$ cat config.mk
export PLATFORM = sky130hd
export DESIGN_NAME = bmd_kernel
export DESIGN_NICKNAME = d
export VERILOG_FILES = /design/src/design/bmd_pkg.sv /design/src/design/bmd_kernel.sv
export SDC_FILE = /design/constraint.sdc
export NUM_CORES = 1
export LEC_CHECK = 0
export BUFFER_PORTS_ARGS = -buffer_cell sky130_fd_sc_hd__buf_2
export CAP_MARGIN = 20
export CORE_MARGIN = 4
export CORE_UTILIZATION = 40
export DETAILED_ROUTE_END_ITERATION = 10
export SYNTH_ARGS = -nofsm -noshare
export SYNTH_HDL_FRONTEND = slang
export SYNTH_SLANG_ARGS = --single-unit
$ cat constraint.sdc
create_clock -name vclk -period 10.3
set_input_delay 1.03 -clock vclk [all_inputs]
set_output_delay 1.03 -clock vclk [all_outputs]
set_load 0.01 [all_outputs]
$ cat src/design/bmd_pkg.sv
// Shared types, constants and helpers for the Bayer demosaicer.
package bmd_pkg;

  localparam int DEF_MAX_WIDTH = 1024;
  localparam int SLOT_COUNT    = 8;
  localparam int SLOT_BITS     = $clog2(SLOT_COUNT);
  localparam int WIN           = 5;

  localparam logic [10:0] WIDTH_RESET  = 11'd390;
  localparam logic [11:0] HEIGHT_RESET = 12'd300;

  localparam logic REG_FRAME_WIDTH  = 1'b0;
  localparam logic REG_FRAME_HEIGHT = 1'b1;

  localparam logic ACT_SAMPLE = 1'b0;
  localparam logic ACT_DRAIN  = 1'b1;

  typedef logic [SLOT_BITS-1:0] slot_t;
  typedef logic [WIN-1:0][WIN-1:0][7:0] window_t;

  typedef struct packed {
    logic row_odd;
    logic col_odd;
  } pix_ctl_t;

  function automatic logic [7:0] finish(input logic signed [13:0] s);
    logic [9:0] q;
    q = s[13:4];
    if (s <= 14'sd0) begin
      return 8'd0;
    end
    if (q > 10'd255) begin
      return 8'hFF;
    end
    return q[7:0];
  endfunction

endpackage

$ cat src/design/bmd_kernel.sv
// Malvar-He-Cutler 5x5 kernels and color selection by mosaic phase.
module bmd_kernel import bmd_pkg::*; (
  input  window_t    win,
  input  pix_ctl_t   ctl,
  output logic [7:0] red,
  output logic [7:0] green,
  output logic [7:0] blue
);

  logic signed [13:0] c, h1, h2, v1, v2, d;
  logic signed [13:0] cross_sum, horiz, vert, diag;

  always_comb begin
    c  = 14'(win[2][2]);
    h1 = 14'(win[2][1]) + 14'(win[2][3]);
    h2 = 14'(win[2][0]) + 14'(win[2][4]);
    v1 = 14'(win[1][2]) + 14'(win[3][2]);
    v2 = 14'(win[0][2]) + 14'(win[4][2]);
    d  = 14'(win[1][1]) + 14'(win[1][3]) + 14'(win[3][1]) + 14'(win[3][3]);
    cross_sum = 14'sd8 * c + 14'sd4 * (h1 + v1) - 14'sd2 * (h2 + v2);
    horiz = 14'sd10 * c + 14'sd8 * h1 - 14'sd2 * h2 - 14'sd2 * d + v2;
    vert  = 14'sd10 * c + 14'sd8 * v1 - 14'sd2 * v2 - 14'sd2 * d + h2;
    diag  = 14'sd12 * c + 14'sd4 * d - 14'sd3 * (h2 + v2);
    case ({ctl.row_odd, ctl.col_odd})
      2'b00: begin
        red = finish(horiz); green = win[2][2]; blue = finish(vert);
      end
      2'b01: begin
        red = win[2][2]; green = finish(cross_sum); blue = finish(diag);
      end
      2'b10: begin
        red = finish(diag); green = finish(cross_sum); blue = win[2][2];
      end
      default: begin
        red = finish(vert); green = win[2][2]; blue = finish(horiz);
      end
    endcase
  end

endmodule

After elaboration in Yosys (flattened, before gate mapping)

Cells that the tools add are included.

Flip-flop bits (word level): 0
Input port bits: 202
Output and inout bits: 24
Logic and storage cells: 95

Add/subtract/negate cells: 21
Multipliers: 3
Magnitude comparators: 8
Eq/ne operators: 2
Mux-type cells: 59
Reduce and logical (&&, ||, !) cells: 2

Operators with widths:

| cell                  | number |
|---|---|
| $mux 8                | 24 |
| $le 14x1->1 const B   | 4 |
| $pmux 8 s3            | 2 |
| $add 8x8->9           | 5 |
| $sub 14x13->14        | 3 |
| $gt 10x8->1 const B   | 4 |
| $mux 1                | 32 |
| $add 14x10->14        | 2 |
| $add 9x9->10          | 2 |
| $pmux 8 s2            | 1 |
| $add 12x13->14        | 1 |
| $add 14x13->14        | 1 |
| $sub 13x10->14        | 1 |
| $sub 14x11->14        | 1 |
| $sub 14x14->14        | 1 |
| $add 11x12->13        | 1 |
| $add 12x12->13        | 1 |
| $mul 2x10->12 const A | 1 |
| $add 10x8->11         | 1 |
| $mul 3x8->11 const A  | 1 |
| $add 9x8->10          | 1 |
| $mul 2x8->10 const A  | 1 |
| $reduce_or 3->1       | 1 |
| $eq 2x1->1 const B    | 1 |
| 2 further kinds       | 2 |

Longest topological paths before layout

Depth in word-level cells: 13
Gate-level depth with buffers: 32
Mapped depth without buffers: 31

Least setup slack after synthesis

No wires, ideal clock.

Path type: input-to-output
Start point: input win[80] (netlist bit)
End point: output blue[2]
Data arrival time: 7.160 ns
Path slack: 2.110 ns
Stages on the path: 30
Path through: ha_1 -> fa_1 -> nand3_1 -> a21oi_1 -> or4_1 -> o311ai_1 -> inv_1 -> ha_1 -> nor2b_1 -> a221o_4 -> a21o_1 -> a21oi_1 -> inv_1 -> ha_1 -> xor2_1 -> fa_1 -> inv_1 -> ha_1 -> o21a_1 -> o21ai_0 -> nor2_1 -> nor2_1 -> nor2_1 -> a21oi_1 -> o211ai_1 -> nand2b_1 -> clkbuf_1 -> o21ai_0 -> a21oi_1 -> a211o_1

Word-level cells in the longest chain between the ends: 11

RTL lines:

| item                                             | line                               | text |
|---|---|---|
| start: declaration                               | bmd_kernel.sv:3                    | `input window_t win,` |
| $add 8x8->9 *                                    | bmd_kernel.sv:16                   | `h2 = 14'(win[2][0]) + 14'(win[2][4]);` |
| $add 9x9->10 or $sub 14x11->14 (tied branches)   | bmd_kernel.sv:23, bmd_kernel.sv:21 |  |
| $mul 2x10->12 or $sub 14x13->14 (tied branches)  | bmd_kernel.sv:23, bmd_kernel.sv:21 |  |
| $sub 14x13->14 or $add 14x10->14 (tied branches) | bmd_kernel.sv:23, bmd_kernel.sv:21 |  |
| $gt 10x8->1                                      | bmd_pkg.sv:32                      | `if (q > 10'd255) begin` |
| $mux 1 (2 in a row)                              | bmd_pkg.sv:32                      |  |
| $mux 1                                           | bmd_kernel.sv:24                   | `case ({ctl.row_odd, ctl.col_odd})` |
| $mux 8                                           | bmd_pkg.sv:35                      | `return q[7:0];` |
| $mux 8                                           | bmd_pkg.sv:32                      |  |
| $pmux 8 s3 *                                     | bmd_kernel.sv:24                   |  |
| end: declaration                                 | bmd_kernel.sv:7                    | `output logic [7:0] blue` |

Mark *: on every way between the ends. The rest lies on a longest branch, timed or not. The select of a mux whose other input is x is not followed.

Worst setup path in the final report

Start point: input win[80] (netlist bit)
End point: output blue[4]

The elaborated chain is that of the path after synthesis.

==> flow_summary_export.csv <==
group,metric,value,unit
outcome,status,"complete, no violations",
timing,setup-violations-final,0,
synth,synth.distinct_cells,68,
detailed_routing,wl_per_cell,15.5,um
place,place.detailed.hpwl,18900,um
synth,synth_seq_area_share,0,%
timing,final.setup.tns,0,ns
synth,syn_area,7990,sq um
synth,synth.net_count,1410,
layout,layout-drive-gt1-share,14.0,%
cts,cts_setup_buffers,0,
place,gp_congestion,0.847,
critical_path,required,9.27,ns
critical_path,critical_path_peak_fanout,10,
layout,final_common_cell,"sky130_fd_sc_hd__inv_1",
timing,tightestPinTransition,0.953,ns
layout,clock_buffer_count,0,
timing,post-route-min-period,9.25,ns
cts,ctsResizeCount,0,
global_routing,via_count_of_the_first_global_routing_pass,6834,
global_routing,grt_start_max_net_pins,29,
critical_path,slowest_stage,"sky130_fd_sc_hd__a221o_4",
timing,worst_hold_slack,2.58,ns
die,coreArea,19500,sq um
cts,number_of_buffers_inserted_for_hold_repair_after_clock_tree_synthesis,0,
min_path,hold_path_depth,4,
global_routing,track_usage,19.2,%
timing,max_clock_freq,0.108,GHz
critical_path,critical-path-max-stage-delay,0.47,ns
detailed_routing,drc,0,
detailed_routing,detail_route.iter0.violations,394,
detailed_routing,drt_pass1_iterations,5,
layout,layout-area-overhead-vs-synth,11.9,%
min_path,min_from,"win[100]",
synth,postSynthCellCount,970,
timing,grt_setup_unrepaired,"no",
critical_path,critPathLaunch,"win[80]",
global_routing,antenna_found_initial,0,
timing,hold_viol_final,0,
place,numPortBuffers,130,
die,floorplan.initialDensity,40.9,%
detailed_routing,route.vias.total,6926,
critical_path,worst_setup_end_kind,"primary output",
global_routing,grt_overflow_total,0,
critical_path,worstSetupStartpointType,"input port",
die,rows,51,
layout,final_cell_mix,"161 x sky130_fd_sc_hd__inv_1, 158 x sky130_fd_sc_hd__ha_1, 130 x sky130_fd_sc_hd__buf_2",
detailed_routing,route.detailed.vias_per_inst,5.11,
critical_path,cp_data_arrival_time,8.22,ns
die,die_y,149,um
die,io-pin-count,226,
layout,antenna_cells,0,
layout,area.sequential,0,sq um
timing,timing.final.max_slew_violations,0,
job,cap_viol_max_count,0,
die,die_area,22300,sq um
die,die_x,149,um
place,number_of_instances_in_the_placed_design,1355,
min_path,min_path_type,"in2out",
synth,synth-warning-count,0,
detailed_routing,drtAntennaViolNets,0,
layout,num_sequential,0,
critical_path,criticalPathCategory,"in2out",
global_routing,grt_pass1_wl,34800,um
synth,syn_area_per_cell,8.23,sq um
detailed_routing,detail_route.wirelength,21000,um
layout,net_count_reported_at_finish,1532,
timing,slew-limit-headroom,36.5,%
timing,timing.final.crit_share,89.8,%
layout,finish.cell_count_without_fillers,1355,
-- layer usage --
| layer | track usage (%) | part of all wire, % |
|---|---|---|
| met5 | 0 | 0 |
| met4 | 1.37 | 0.91 |
| met3 | 0.304 | 2.7 |
| met2 | 34.7 | 49 |
| met1 | 26.9 | 48 |
-- cell type report --
cell class,count,area [sq um]
Tap cell,265,332
Inverter,162,608
Timing Repair Buffer,131,658
Multi-Input combinational cell,797,7340
Fill cell,2031,10600
-- Yosys cell counts, types with 2 or more instances --
| master | number | share of area, % |
|---|---|---|
| sky130_fd_sc_hd__a211oi_1 | 6 | 0.56 |
| sky130_fd_sc_hd__inv_1 | 161 | 7.6 |
| sky130_fd_sc_hd__nor3_1 | 11 | 0.69 |
| sky130_fd_sc_hd__a32oi_1 | 3 | 0.33 |
| sky130_fd_sc_hd__and2_1 | 4 | 0.31 |
| sky130_fd_sc_hd__o311ai_1 | 2 | 0.22 |
| sky130_fd_sc_hd__o41ai_1 | 2 | 0.22 |
| sky130_fd_sc_hd__o31ai_1 | 3 | 0.28 |
| sky130_fd_sc_hd__or2_2 | 5 | 0.39 |
| sky130_fd_sc_hd__nand2_1 | 29 | 1.4 |
| sky130_fd_sc_hd__xor2_1 | 32 | 3.5 |
| sky130_fd_sc_hd__a211o_1 | 5 | 0.55 |
| sky130_fd_sc_hd__fa_1 | 80 | 20 |
| sky130_fd_sc_hd__nand2b_1 | 12 | 0.94 |
| sky130_fd_sc_hd__nand3_1 | 12 | 0.75 |
| sky130_fd_sc_hd__o21bai_1 | 32 | 3.0 |
| sky130_fd_sc_hd__a21boi_0 | 3 | 0.28 |
| sky130_fd_sc_hd__ha_1 | 158 | 25 |
| sky130_fd_sc_hd__nor2b_1 | 20 | 1.6 |
| sky130_fd_sc_hd__nor4_1 | 3 | 0.24 |
| sky130_fd_sc_hd__clkbuf_1 | 11 | 0.52 |
| sky130_fd_sc_hd__nor4b_1 | 2 | 0.22 |
| sky130_fd_sc_hd__o22ai_1 | 7 | 0.55 |
| sky130_fd_sc_hd__o211ai_1 | 6 | 0.56 |
| sky130_fd_sc_hd__or4_1 | 3 | 0.28 |
| sky130_fd_sc_hd__a221oi_1 | 3 | 0.33 |
| sky130_fd_sc_hd__nor2_1 | 48 | 2.3 |
| sky130_fd_sc_hd__a21oi_1 | 86 | 5.4 |
| sky130_fd_sc_hd__xnor2_1 | 74 | 8.1 |
| sky130_fd_sc_hd__a22oi_1 | 10 | 0.94 |
| sky130_fd_sc_hd__xnor2_2 | 2 | 0.41 |
| sky130_fd_sc_hd__xor2_2 | 2 | 0.41 |
| sky130_fd_sc_hd__o21ai_1 | 2 | 0.13 |
| sky130_fd_sc_hd__a31oi_1 | 4 | 0.31 |
| sky130_fd_sc_hd__o21ai_0 | 51 | 3.2 |
| sky130_fd_sc_hd__a21o_1 | 27 | 2.5 |
| sky130_fd_sc_hd__o21a_1 | 16 | 1.5 |
| sky130_fd_sc_hd__nor3b_1 | 3 | 0.28 |
-- critical path, delay by kind of cell --
kind | cells | cell delay, ns
AOI/OAI and AO/OA | 13 | 2.92
xor gates and xnor gates | 1 | 0.18
adders and majority gates | 6 | 2.23
buffers and inverters | 4 | 0.58
and+or+nand+nor | 7 | 1.28
-- path summary, 6_finish.rpt --
kind | end | slack, ns
max | blue[4] | 1.05
min | green[4] | 2.58
-- through the flow --
| step | area [sq um] | setup slack [ns] | utilization (%) |
|---|---|---|---|
| finish | 8930 | 1.05 | 45.8 |
| global route | 8930 | 0.461 | 45.8 |
| CTS | 8930 | 1.02 | 45.8 |
| detailed placement | 8930 | 1.04 | 45.8 |
| global placement | 8930 | 1.08 | 45.8 |
| floorplan | 7990 | 2.11 | - |
-- cells by family after synthesis --
family	Yosys count	share of synthesized area (%)
and+or+nand+nor	156	9.65
AOI/OAI and AO/OA	290	24.0
adders and majority gates	238	44.8
xor gates and xnor gates	113	13.4
buffers and inverters	173	8.13
Power is left out: the tool's default activity adds up to more than one toggle a clock period on the data nets, which glitch-free logic cannot reach.
